<file path="src/rtl/core/psp_pkg.sv">
`timescale 1ns / 1ps
// ----------------------------------------------------------------------------
// Permission spec parser package
// Shared widths, character codes, result codes and the status structures
// passed between the parser sub-blocks and the top level.
// ----------------------------------------------------------------------------
package psp_pkg;

	localparam int CHAR_W           = 8;
	localparam int MODE_W           = 12;
	localparam int SLOT_W           = 3;
	localparam int CLAUSE_SLOTS_DEF = 8;

	// ASCII codes recognised by the two readings.
	localparam logic [CHAR_W-1:0] CH_0     = 8'h30;
	localparam logic [CHAR_W-1:0] CH_7     = 8'h37;
	localparam logic [CHAR_W-1:0] CH_U     = 8'h75;
	localparam logic [CHAR_W-1:0] CH_G     = 8'h67;
	localparam logic [CHAR_W-1:0] CH_O     = 8'h6f;
	localparam logic [CHAR_W-1:0] CH_A     = 8'h61;
	localparam logic [CHAR_W-1:0] CH_PLUS  = 8'h2b;
	localparam logic [CHAR_W-1:0] CH_MINUS = 8'h2d;
	localparam logic [CHAR_W-1:0] CH_EQ    = 8'h3d;
	localparam logic [CHAR_W-1:0] CH_COMMA = 8'h2c;
	localparam logic [CHAR_W-1:0] CH_R     = 8'h72;
	localparam logic [CHAR_W-1:0] CH_W     = 8'h77;
	localparam logic [CHAR_W-1:0] CH_X     = 8'h78;
	localparam logic [CHAR_W-1:0] CH_S     = 8'h73;
	localparam logic [CHAR_W-1:0] CH_T     = 8'h74;

	typedef enum logic [1:0] {
		OP_PLUS  = 2'd0,
		OP_MINUS = 2'd1,
		OP_EQUAL = 2'd2
	} op_code_t;

	typedef enum logic [1:0] {
		OUT_SYMBOLIC = 2'd0,
		OUT_EXACT    = 2'd1,
		OUT_ERROR    = 2'd2
	} outcome_t;

	typedef struct packed {
		logic              all_octal;
		logic              overflow;
		logic [MODE_W-1:0] value;
	} oct_res_t;

	typedef struct packed {
		logic              emit;
		logic              failed;
		logic [MODE_W-1:0] affected;
		logic [MODE_W-1:0] value;
		op_code_t          op;
		logic [SLOT_W-1:0] slot;
	} sym_res_t;

endpackage

</file>
<file path="src/rtl/core/psp_in_if.sv">
`timescale 1ns / 1ps
// ----------------------------------------------------------------------------
// Permission spec input channel
// Valid/ready channel carrying one specification character per transaction.
// ----------------------------------------------------------------------------
interface psp_in_if
	import psp_pkg::*;
	();

	logic              valid;
	logic              ready;
	logic [CHAR_W-1:0] spec_char;
	logic              is_final_char;

	modport source (output valid, output spec_char, output is_final_char, input ready);
	modport sink   (input valid, input spec_char, input is_final_char, output ready);

endinterface

</file>
<file path="src/rtl/core/psp_out_if.sv">
`timescale 1ns / 1ps
// ----------------------------------------------------------------------------
// Permission spec result channel
// Valid/ready channel carrying one clause and/or final outcome per transaction.
// ----------------------------------------------------------------------------
interface psp_out_if
	import psp_pkg::*;
	();

	logic              valid;
	logic              ready;
	logic              clause_valid;
	logic [MODE_W-1:0] target_bits;
	logic [MODE_W-1:0] perm_bits;
	logic [1:0]        operator_code;
	logic [SLOT_W-1:0] clause_slot;
	logic              spec_done;
	logic [1:0]        outcome;
	logic [MODE_W-1:0] octal_mode;

	modport source (
		output valid, output clause_valid, output target_bits, output perm_bits,
		output operator_code, output clause_slot, output spec_done, output outcome,
		output octal_mode, input ready
	);
	modport sink (
		input valid, input clause_valid, input target_bits, input perm_bits,
		input operator_code, input clause_slot, input spec_done, input outcome,
		input octal_mode, output ready
	);

endinterface

</file>
<file path="src/rtl/core/psp_octal.sv">
`timescale 1ns / 1ps
// ----------------------------------------------------------------------------
// Octal reading
// Accumulates a specification made only of digits 0-7 and flags overflow
// past 07777. Presents the state as it stands after the current character.
// ----------------------------------------------------------------------------
module psp_octal
	import psp_pkg::*;
	(
	input  logic              clk,
	input  logic              arst_n,
	input  logic              step,
	input  logic              fin,
	input  logic [CHAR_W-1:0] spec_char,
	output oct_res_t          res
);

	logic              all_q, all_n;
	logic              ovf_q, ovf_n;
	logic [MODE_W-1:0] acc_q, acc_n;
	logic              is_digit;

	assign is_digit = (spec_char >= CH_0) && (spec_char <= CH_7);

	always_comb begin
		all_n = all_q;
		ovf_n = ovf_q;
		acc_n = acc_q;
		if (all_q) begin
			if (is_digit) begin
				// Any bit in the top digit is about to be shifted out.
				if (acc_q[MODE_W-1 -: 3] != 3'd0) begin
					ovf_n = 1'b1;
				end
				acc_n = {acc_q[MODE_W-4:0], spec_char[2:0]};
			end else begin
				all_n = 1'b0;
			end
		end
	end

	assign res.all_octal = all_n;
	assign res.overflow  = ovf_n;
	assign res.value     = acc_n;

	always_ff @(posedge clk or negedge arst_n) begin
		if (!arst_n) begin
			all_q <= 1'b1;
			ovf_q <= 1'b0;
			acc_q <= '0;
		end else if (step) begin
			if (fin) begin
				all_q <= 1'b1;
				ovf_q <= 1'b0;
				acc_q <= '0;
			end else begin
				all_q <= all_n;
				ovf_q <= ovf_n;
				acc_q <= acc_n;
			end
		end
	end

	// Once a non-digit has been seen the accumulator no longer moves.
	a_acc_frozen: assert property (@(posedge clk) disable iff (!arst_n)
		(step && !fin && !all_q) |=> $stable(acc_q) && !all_q)
		else $error("octal accumulator moved after a non-digit");

endmodule

</file>
<file path="src/rtl/core/psp_symbolic.sv">
`timescale 1ns / 1ps
// ----------------------------------------------------------------------------
// Symbolic reading
// Parses chmod-like clauses (classes, operator, permission letters) and
// reports each clause as it closes, along with the running failure flag.
// ----------------------------------------------------------------------------
module psp_symbolic
	import psp_pkg::*;
	#(
	parameter int CLAUSE_SLOTS = CLAUSE_SLOTS_DEF
	) (
	input  logic              clk,
	input  logic              arst_n,
	input  logic              step,
	input  logic              fin,
	input  logic [CHAR_W-1:0] spec_char,
	output sym_res_t          res
);

	localparam int CNT_W = $clog2(CLAUSE_SLOTS + 1);

	localparam logic [2:0] CLS_U   = 3'h1;
	localparam logic [2:0] CLS_G   = 3'h2;
	localparam logic [2:0] CLS_O   = 3'h4;
	localparam logic [2:0] CLS_ALL = 3'h7;

	typedef enum logic {
		PH_WHO,
		PH_PERM
	} phase_t;

	phase_t            phase_q, phase_n;
	logic [2:0]        cls_q, cls_n;
	logic              saw_cls_q, saw_cls_n;
	logic [MODE_W-1:0] pval_q, pval_n;
	op_code_t          pop_q, pop_n;
	logic              saw_perm_q, saw_perm_n;
	logic [CNT_W-1:0]  cnt_q, cnt_n;
	logic              failed_q, failed_n;
	logic              do_close;
	logic              closed_now;
	logic [SLOT_W+CNT_W-1:0] cnt_ext;

	function automatic logic [MODE_W-1:0] class_mask(input logic [2:0] cls);
		logic [MODE_W-1:0] m;
		m = '0;
		if (cls[0]) m = m | 12'o4700;
		if (cls[1]) m = m | 12'o2070;
		if (cls[2]) m = m | 12'o1007;
		return m;
	endfunction

	function automatic logic [MODE_W-1:0] letter_mask(input logic [CHAR_W-1:0] c,
			input logic [2:0] cls);
		logic [MODE_W-1:0] m;
		m = '0;
		priority if (c == CH_R) begin
			m = {3'b000, cls[0], 2'b00, cls[1], 2'b00, cls[2], 2'b00};
		end else if (c == CH_W) begin
			m = {3'b000, 1'b0, cls[0], 2'b00, cls[1], 2'b00, cls[2], 1'b0};
		end else if (c == CH_X) begin
			m = {3'b000, 2'b00, cls[0], 2'b00, cls[1], 2'b00, cls[2]};
		end else if (c == CH_S) begin
			m = {cls[0], cls[1], 1'b0, 9'd0};
		end else begin
			m = {2'b00, cls[2], 9'd0};
		end
		return m;
	endfunction

	assign cnt_ext = {SLOT_W'(0), cnt_q};

	always_comb begin
		phase_n    = phase_q;
		cls_n      = cls_q;
		saw_cls_n  = saw_cls_q;
		pval_n     = pval_q;
		pop_n      = pop_q;
		saw_perm_n = saw_perm_q;
		cnt_n      = cnt_q;
		failed_n   = failed_q;
		do_close   = 1'b0;
		closed_now = 1'b0;
		res.emit     = 1'b0;
		res.affected = '0;
		res.value    = '0;
		res.op       = OP_PLUS;
		res.slot     = '0;

		if (!failed_q) begin
			unique case (phase_q)
				PH_WHO: begin
					priority if (spec_char == CH_U) begin
						cls_n     = cls_q | CLS_U;
						saw_cls_n = 1'b1;
					end else if (spec_char == CH_G) begin
						cls_n     = cls_q | CLS_G;
						saw_cls_n = 1'b1;
					end else if (spec_char == CH_O) begin
						cls_n     = cls_q | CLS_O;
						saw_cls_n = 1'b1;
					end else if (spec_char == CH_A) begin
						cls_n     = CLS_ALL;
						saw_cls_n = 1'b1;
					end else if (spec_char == CH_PLUS || spec_char == CH_MINUS ||
							spec_char == CH_EQ) begin
						if (!saw_cls_q) begin
							cls_n = CLS_ALL;
						end
						priority if (spec_char == CH_PLUS) begin
							pop_n = OP_PLUS;
						end else if (spec_char == CH_MINUS) begin
							pop_n = OP_MINUS;
						end else begin
							pop_n = OP_EQUAL;
						end
						pval_n     = '0;
						saw_perm_n = 1'b0;
						phase_n    = PH_PERM;
					end else begin
						failed_n = 1'b1;
					end
				end
				PH_PERM: begin
					priority if (spec_char == CH_COMMA) begin
						do_close   = 1'b1;
						closed_now = 1'b1;
					end else if (spec_char == CH_R || spec_char == CH_W ||
							spec_char == CH_X || spec_char == CH_S ||
							spec_char == CH_T) begin
						pval_n     = pval_q | letter_mask(spec_char, cls_q);
						saw_perm_n = 1'b1;
					end else begin
						failed_n = 1'b1;
					end
				end
			endcase

			// The last character closes an open clause implicitly.
			if (fin && !failed_n && !closed_now) begin
				if (phase_n == PH_PERM) begin
					do_close = 1'b1;
				end else begin
					failed_n = 1'b1;
				end
			end

			if (do_close) begin
				if (!saw_perm_n || cnt_q >= CNT_W'(CLAUSE_SLOTS)) begin
					failed_n = 1'b1;
				end else begin
					res.emit     = 1'b1;
					res.affected = class_mask(cls_n);
					res.value    = pval_n;
					res.op       = pop_n;
					res.slot     = cnt_ext[SLOT_W-1:0];
					cnt_n        = cnt_q + CNT_W'(1);
					phase_n      = PH_WHO;
					cls_n        = '0;
					saw_cls_n    = 1'b0;
					pval_n       = '0;
					pop_n        = OP_PLUS;
					saw_perm_n   = 1'b0;
				end
			end
		end

		res.failed = failed_n;
	end

	always_ff @(posedge clk or negedge arst_n) begin
		if (!arst_n) begin
			phase_q    <= PH_WHO;
			cls_q      <= '0;
			saw_cls_q  <= 1'b0;
			pval_q     <= '0;
			pop_q      <= OP_PLUS;
			saw_perm_q <= 1'b0;
			cnt_q      <= '0;
			failed_q   <= 1'b0;
		end else if (step) begin
			if (fin) begin
				phase_q    <= PH_WHO;
				cls_q      <= '0;
				saw_cls_q  <= 1'b0;
				pval_q     <= '0;
				pop_q      <= OP_PLUS;
				saw_perm_q <= 1'b0;
				cnt_q      <= '0;
				failed_q   <= 1'b0;
			end else begin
				phase_q    <= phase_n;
				cls_q      <= cls_n;
				saw_cls_q  <= saw_cls_n;
				pval_q     <= pval_n;
				pop_q      <= pop_n;
				saw_perm_q <= saw_perm_n;
				cnt_q      <= cnt_n;
				failed_q   <= failed_n;
			end
		end
	end

	a_cnt_bound: assert property (@(posedge clk) disable iff (!arst_n)
		cnt_q <= CNT_W'(CLAUSE_SLOTS))
		else $error("clause count beyond the slot limit");

	a_fin_restart: assert property (@(posedge clk) disable iff (!arst_n)
		(step && fin) |=> (cnt_q == '0) && !failed_q && (phase_q == PH_WHO))
		else $error("symbolic state not restarted after the last character");

endmodule

</file>
<file path="src/rtl/core/permission_spec_parser.sv">
`timescale 1ns / 1ps
// ----------------------------------------------------------------------------
// Permission spec parser
// Parses a file permission specification, one character per transaction,
// as both an octal mode and a chmod-style symbolic clause list.
// ----------------------------------------------------------------------------
// The block takes one character per clock cycle and keeps taking one per
// cycle indefinitely as long as the result side does not stall. Each
// accepted character is captured in an input register; in the following
// cycle the octal and symbolic readings update their running state in a
// single pass and, when a clause closes or the character is the last of the
// specification, load one result into the output register, so a result is
// presented from the clock edge after the one that accepted its character,
// unless the result side is holding off. The feedback loop through the
// running parser state is what sets the rate. Characters that produce no
// result are simply absorbed. Clauses are reported as they close; the
// transaction for the last character carries the outcome (exact octal mode,
// symbolic OK or error), and an error outcome means that any clauses already
// reported for that specification must be discarded. After the last
// character both readings return to their reset state, ready for the next
// specification with no gap.
// ----------------------------------------------------------------------------
module permission_spec_parser
	import psp_pkg::*;
	#(
	parameter int CLAUSE_SLOTS = CLAUSE_SLOTS_DEF
	) (
	input  logic       clk,
	input  logic       arst_n,
	psp_in_if.sink     spec,
	psp_out_if.source  result
);

	// Input register stage.
	logic              valid_s1;
	logic [CHAR_W-1:0] char_s1;
	logic              fin_s1;

	// Output register.
	logic              out_valid_q;
	logic              clause_valid_q;
	logic [MODE_W-1:0] affected_q;
	logic [MODE_W-1:0] value_q;
	op_code_t          op_q;
	logic [SLOT_W-1:0] slot_q;
	logic              done_q;
	outcome_t          outcome_q;
	logic [MODE_W-1:0] exact_q;

	logic     advance;
	logic     has_result;
	outcome_t outcome_n;
	logic     keep_clause;
	oct_res_t oct_res;
	sym_res_t sym_res;

	// The staged character moves on when the output register is free or is
	// being emptied in this cycle.
	assign advance    = valid_s1 && (!out_valid_q || result.ready);
	assign spec.ready = !valid_s1 || advance;

	always_ff @(posedge clk or negedge arst_n) begin
		if (!arst_n) begin
			valid_s1 <= 1'b0;
		end else if (spec.ready) begin
			valid_s1 <= spec.valid;
		end
	end

	always_ff @(posedge clk) begin
		if (spec.valid && spec.ready) begin
			char_s1 <= spec.spec_char;
			fin_s1  <= spec.is_final_char;
		end
	end

	psp_octal u_octal (
		.clk       (clk),
		.arst_n    (arst_n),
		.step      (advance),
		.fin       (fin_s1),
		.spec_char (char_s1),
		.res       (oct_res)
	);

	psp_symbolic #(
		.CLAUSE_SLOTS (CLAUSE_SLOTS)
	) u_symbolic (
		.clk       (clk),
		.arst_n    (arst_n),
		.step      (advance),
		.fin       (fin_s1),
		.spec_char (char_s1),
		.res       (sym_res)
	);

	// The octal reading wins whenever every character was a digit; otherwise
	// the symbolic reading decides.
	always_comb begin
		if (oct_res.all_octal) begin
			outcome_n = oct_res.overflow ? OUT_ERROR : OUT_EXACT;
		end else if (sym_res.failed) begin
			outcome_n = OUT_ERROR;
		end else begin
			outcome_n = OUT_SYMBOLIC;
		end
	end

	// A clause that closes on the last character is only reported when the
	// specification as a whole is symbolic and sound.
	assign keep_clause = sym_res.emit && (!fin_s1 || outcome_n == OUT_SYMBOLIC);
	assign has_result  = sym_res.emit || fin_s1;

	always_ff @(posedge clk or negedge arst_n) begin
		if (!arst_n) begin
			out_valid_q <= 1'b0;
		end else if (advance) begin
			out_valid_q <= has_result;
		end else if (result.ready) begin
			out_valid_q <= 1'b0;
		end
	end

	always_ff @(posedge clk) begin
		if (advance) begin
			clause_valid_q <= keep_clause;
			affected_q     <= keep_clause ? sym_res.affected : '0;
			value_q        <= keep_clause ? sym_res.value : '0;
			op_q           <= keep_clause ? sym_res.op : OP_PLUS;
			slot_q         <= keep_clause ? sym_res.slot : '0;
			done_q         <= fin_s1;
			outcome_q      <= fin_s1 ? outcome_n : OUT_SYMBOLIC;
			exact_q        <= (fin_s1 && outcome_n == OUT_EXACT) ? oct_res.value : '0;
		end
	end

	assign result.valid         = out_valid_q;
	assign result.clause_valid  = clause_valid_q;
	assign result.target_bits   = affected_q;
	assign result.perm_bits     = value_q;
	assign result.operator_code = op_q;
	assign result.clause_slot   = slot_q;
	assign result.spec_done     = done_q;
	assign result.outcome       = outcome_q;
	assign result.octal_mode    = exact_q;

	a_result_has_content: assert property (@(posedge clk) disable iff (!arst_n)
		out_valid_q |-> (clause_valid_q || done_q))
		else $error("result transaction carries neither a clause nor an outcome");

	a_clause_only_symbolic: assert property (@(posedge clk) disable iff (!arst_n)
		(out_valid_q && done_q && clause_valid_q) |-> (outcome_q == OUT_SYMBOLIC))
		else $error("clause reported alongside a non-symbolic outcome");

	a_exact_only_when_exact: assert property (@(posedge clk) disable iff (!arst_n)
		(out_valid_q && exact_q != '0) |-> (done_q && outcome_q == OUT_EXACT))
		else $error("exact mode present without an exact outcome");

endmodule

</file>
<file path="src/flat_wrapper.sv">
// flat-port wrapper written by rule: the top's interface ports become plain ports
module permission_spec_parser_flat import psp_pkg::*;
#(
	parameter int CLAUSE_SLOTS = CLAUSE_SLOTS_DEF
	)
  (clk, arst_n, spec_valid, spec_spec_char, spec_is_final_char, spec_ready, result_valid, result_clause_valid, result_target_bits, result_perm_bits, result_operator_code, result_clause_slot, result_spec_done, result_outcome, result_octal_mode, result_ready);
  psp_in_if spec_i ();
  psp_out_if result_i ();
  input  logic clk;
  input  logic arst_n;
  input wire logic [$bits(spec_i.valid)-1:0] spec_valid;
  input wire logic [$bits(spec_i.spec_char)-1:0] spec_spec_char;
  input wire logic [$bits(spec_i.is_final_char)-1:0] spec_is_final_char;
  output wire logic [$bits(spec_i.ready)-1:0] spec_ready;
  output wire logic [$bits(result_i.valid)-1:0] result_valid;
  output wire logic [$bits(result_i.clause_valid)-1:0] result_clause_valid;
  output wire logic [$bits(result_i.target_bits)-1:0] result_target_bits;
  output wire logic [$bits(result_i.perm_bits)-1:0] result_perm_bits;
  output wire logic [$bits(result_i.operator_code)-1:0] result_operator_code;
  output wire logic [$bits(result_i.clause_slot)-1:0] result_clause_slot;
  output wire logic [$bits(result_i.spec_done)-1:0] result_spec_done;
  output wire logic [$bits(result_i.outcome)-1:0] result_outcome;
  output wire logic [$bits(result_i.octal_mode)-1:0] result_octal_mode;
  input wire logic [$bits(result_i.ready)-1:0] result_ready;
  assign spec_i.valid = spec_valid;
  assign spec_i.spec_char = spec_spec_char;
  assign spec_i.is_final_char = spec_is_final_char;
  assign spec_ready = spec_i.ready;
  assign result_valid = result_i.valid;
  assign result_clause_valid = result_i.clause_valid;
  assign result_target_bits = result_i.target_bits;
  assign result_perm_bits = result_i.perm_bits;
  assign result_operator_code = result_i.operator_code;
  assign result_clause_slot = result_i.clause_slot;
  assign result_spec_done = result_i.spec_done;
  assign result_outcome = result_i.outcome;
  assign result_octal_mode = result_i.octal_mode;
  assign result_i.ready = result_ready;
  permission_spec_parser #(.CLAUSE_SLOTS(CLAUSE_SLOTS)) u_core (.clk(clk), .arst_n(arst_n), .spec(spec_i), .result(result_i));
endmodule
</file>
<file path="config.mk">
export PLATFORM = sky130hd
export DESIGN_NAME = permission_spec_parser_flat
export DESIGN_NICKNAME = d
export VERILOG_FILES = /design/src/rtl/core/psp_pkg.sv /design/src/rtl/core/psp_in_if.sv /design/src/rtl/core/psp_out_if.sv /design/src/rtl/core/psp_octal.sv /design/src/rtl/core/psp_symbolic.sv /design/src/rtl/core/permission_spec_parser.sv /design/src/flat_wrapper.sv
export SDC_FILE = /design/constraint.sdc
export NUM_CORES = 1
export LEC_CHECK = 0
export BUFFER_PORTS_ARGS = -buffer_cell sky130_fd_sc_hd__buf_2
export CAP_MARGIN = 25
export CORE_MARGIN = 3
export CORE_UTILIZATION = 37
export DETAILED_ROUTE_END_ITERATION = 8
export SLEW_MARGIN = 0
export SYNTH_ARGS = -nofsm -noshare
export SYNTH_HDL_FRONTEND = slang
export SYNTH_SLANG_ARGS = --single-unit
</file>
<file path="constraint.sdc">
create_clock -name clk -period 6.6 [get_ports clk]
set_input_delay 1.32 -clock clk [delete_from_list [all_inputs] [get_ports clk]]
set_output_delay 1.32 -clock clk [all_outputs]
set_load 0.02 [all_outputs]
</file>
==> impl_metrics.py <==
metrics = {
    "detailed_routing": {
        "wl_mm": 9.279,
        "vias": 3056,
        "via_per_inst": 5.649,
        "drc": 0,
        "first_pass_iters": 4,
        "antenna_left": 0,
        "drt-wirelength-per-cell_um": 17.15,
        "drtIter0Drc": 303,
    },
    "finish": {
        "layout-drive-gt1-share": 0.2025,
        "fillers": 996,
        "regArea_mm2": 0.002379,
        "syn_to_final_growth_pct": 10.79,
        "nets": 415,
        "multi_input_area_mm2": 0.001504,
        "diodes": 0,
    },
    "power_and_ir_drop": {
        "irDropWorstVdd_uv": 91.00,
        "intPower_w": 0.0007899,
        "p_per_area_mw_per_mm2": 238.3,
        "combPwrFrac": 0.117,
        "p_seq_frac": 0.578,
        "power.leakage_nw": 1.824,
        "power_frac_clock": 0.305,
        "swShare": 0.2771,
        "power_switching_w": 0.0003028,
    },
    "worst_setup_path": {
        "cp_top_family": "compound AO/OA/AOI/OAI gates",
        "setup.worst_path.class": "reg -> reg",
        "cp.required_ps": 6790,
        "cp_cell_sequence": "nor2b_1, o211ai_1, a211o_1, a2111o_1, a211oi_2",
        "reg2reg_slack_ps": 3490,
        "worstPathArrival_ps": 3300,
        "reg2reg_to": "u_core.result.perm_bits[9]",
        "critPathBufInv": 0,
        "r2r.worst_path.cells": 5,
        "path_max_fanout": 21,
        "critPathMaxStageDelay_ps": 690,
        "cp_slowest_cell": "edfxtp_1",
        "r2r-start": "u_core.char_s1[2]",
        "startpoint_type": "flop",
        "end_kind": "flop",
        "crit_path_start": "u_core.char_s1[2]",
    },
    "synth": {
        "synth.top_cell.area_share": 0.3265,
        "ys_ff_latch": 86,
        "synthTopCellsByCount": "edfxtp_1 (45), dfrtp_1 (40), nor2_1 (30)",
        "yosysMostFrequentCell": "edfxtp_1",
        "synth_flop_cell": "edfxtp_1",
        "async_flop_share": 0.4767,
        "netlist_instances": 366,
        "syn_avg_cell_area_um2": 11.31,
        "ys_warn_count": 0,
        "synth-edff-count": 45,
        "synthesis.area_mm2": 0.004139,
        "synth_nets": 381,
        "synthTopCellsByArea": "edfxtp_1 (33%), dfrtp_1 (24%), a21oi_1 (3.1%), a22oi_1 (2.7%), nor2_1 (2.7%)",
        "synth_cell_types": 59,
        "synth_top_area_cell": "edfxtp_1",
        "ys_seq_area_frac": 0.5747,
    },
    "clock_tree": {
        "worstSkewPairLatency_ps": 360,
        "clk_path_buf_depth": 2,
        "cts_root_buf": "clkbuf_8",
        "htree_levels": 3,
        "cts_resized": 0,
        "clk_pin_slew_ps": 80,
        "post_cts_buffers": 0,
        "cts_hold_buf": 0,
        "cts_tree": "done",
        "cts_sinks": 86,
        "numCtsBuffers": 9,
    },
    "run": {
        "max_cap_violations": 0,
    },
    "timing": {
        "setup_viol": 0,
        "finClkSkew_ps": 7.727,
        "rsz0062_at_grt": "false",
        "fin_crit_sh": 0.4711,
        "final_max_slew_viol_count": 0,
        "final.setup.worst_slack_ps": 3491,
        "hold_violations": 0,
        "fmax_mhz": 321.6,
        "relSlewSlack": 0.3045,
        "fin_crit_ps": 3109,
        "fin_setup_tns_ps": 0,
        "tightest_slew_ps": 1039,
    },
    "worst_hold_path": {
        "min_to": "u_core.u_symbolic.pval_q[1]",
        "hp-class": "reg -> reg",
        "hp-start": "u_core.u_symbolic.pval_q[1]",
        "hold_path_depth": 1,
    },
    "global_routing": {
        "grt_pass1_wl_mm": 15.69,
        "grt_pass1_vias": 2897,
        "grt.total_usage": 0.1555,
        "grt_antenna_before_repair": 0,
        "grt_max_degree": 42,
        "grt_overflow": 0,
    },
    "floorplan": {
        "die_y_um": 111.8,
        "dieArea_mm2": 0.01249,
        "die_w_um": 111.8,
        "io_pins": 60,
        "initial_core_util": 0.3904,
        "std_cell_rows": 37,
        "core_mm2": 0.01060,
    },
    "status": {
        "status": "finished clean",
    },
    "placement": {
        "place_ws_ps": 3177,
        "dp_hpwl_mm": 6.137,
        "port_buffers": 59,
        "place_congestion": 0.8407,
    },
}
worst max-delay path by stage:
stage / slack (ps) / endpoint / cells past startpoint
final: 3490 / u_core.result.perm_bits[9] / 5
after global routing: 3280 / u_core.result.perm_bits[9] / 5
after CTS: 3470 / u_core.result.perm_bits[9] / 5
after detailed placement: 3180 / u_core.u_symbolic.pval_q[2] / 6
after global placement: 3260 / u_core.u_symbolic.pval_q[8] / 6
after floorplan: 3350 / u_core.u_symbolic.cnt_q[1] / 6
final cells by class:
class | count | share of cell area
clock buffer | 13 | 0.03247
timing repair buffer | 62 | 0.07203
tap | 136 | 0.03711
clock inverter | 3 | 0.004366
multi-input combinational | 232 | 0.3280
inverter | 9 | 0.007367
sequential | 86 | 0.5187
through the flow:
stage | total power (W) | utilization | hold slack, ps | cell area, um2 | std cells
after floorplan | 0.0007285 | - | 439.4 | 4139 | 366
after global placement | 0.0007669 | 0.4147 | 471.6 | 4397 | 524
after detailed placement | 0.0007702 | 0.4147 | 484.8 | 4397 | 524
after CTS | 0.001097 | 0.4307 | 503.4 | 4566 | 540
after global routing | 0.001137 | 0.4326 | 541.2 | 4586 | 541
final | 0.001093 | 0.4326 | 506.3 | 4586 | 541
state kept, by name, indices dropped and copies added (netlist names), 4 cells and up:
signal                    cells
u_core.u_octal.acc_q         12
u_core.u_symbolic.cnt_q       4
u_core.char_s1                8
u_core.result.perm_bits      12
u_core.u_symbolic.pval_q     12
u_core.result.octal_mode     12
routing by layer:
metal / vias up / part of all wire / global-route usage
li1: 1434 / - / -
met1: 1480 / 0.49 / 0.2373
met2: 130 / 0.42 / 0.2118
met3: 12 / 0.073 / 0.02989
met4: 0 / 0.018 / 0.06975
met5: - / 0 / 0
cell families after synthesis:
family                   count (synthesis)  share of synthesized area
AO/OA/AOI/OAI                          103                     0.1790
AND/OR/NAND/NOR                        125                     0.1741
flip-flops                              86                     0.5747
XOR/XNOR                                 2                   0.004233
buffers and inverters                   48                    0.06197
adder cells (fa/ha/maj)                  2                   0.006045
placed cells by master (no fill, tap or decap), drive strengths merged, types with 4 or more instances in the layout:
| cell type | netlist | final |
|---|---|---|
| a32o | 11 | 11 |
| buf | 19 | 62 |
| and3 | 6 | 6 |
| a2bb2oi | 4 | 4 |
| a22oi | 15 | 15 |
| dfrtp | 40 | 40 |
| nand2b | 4 | 4 |
| o21ai | 17 | 17 |
| nor3 | 6 | 6 |
| and4 | 12 | 12 |
| inv | 9 | 9 |
| nor2b | 6 | 6 |
| clkbuf | 20 | 13 |
| edfxtp | 45 | 45 |
| and2 | 4 | 4 |
| nand3 | 5 | 5 |
| nor2 | 30 | 30 |
| a21oi | 26 | 26 |
| a22o | 4 | 4 |
| nand2 | 29 | 29 |
power groups by stage:
stage          clock [W]  sequential, W  combinational [W]
2_1_floorplan          0       0.000652          0.0000763
3_3_place_gp           0       0.000642           0.000125
3_5_place_dp           0       0.000642           0.000128
4_1_cts         0.000338       0.000631           0.000128
5_1_grt         0.000358       0.000637           0.000142
6_report        0.000333       0.000631           0.000128
(Power assumes the default switching activity.)
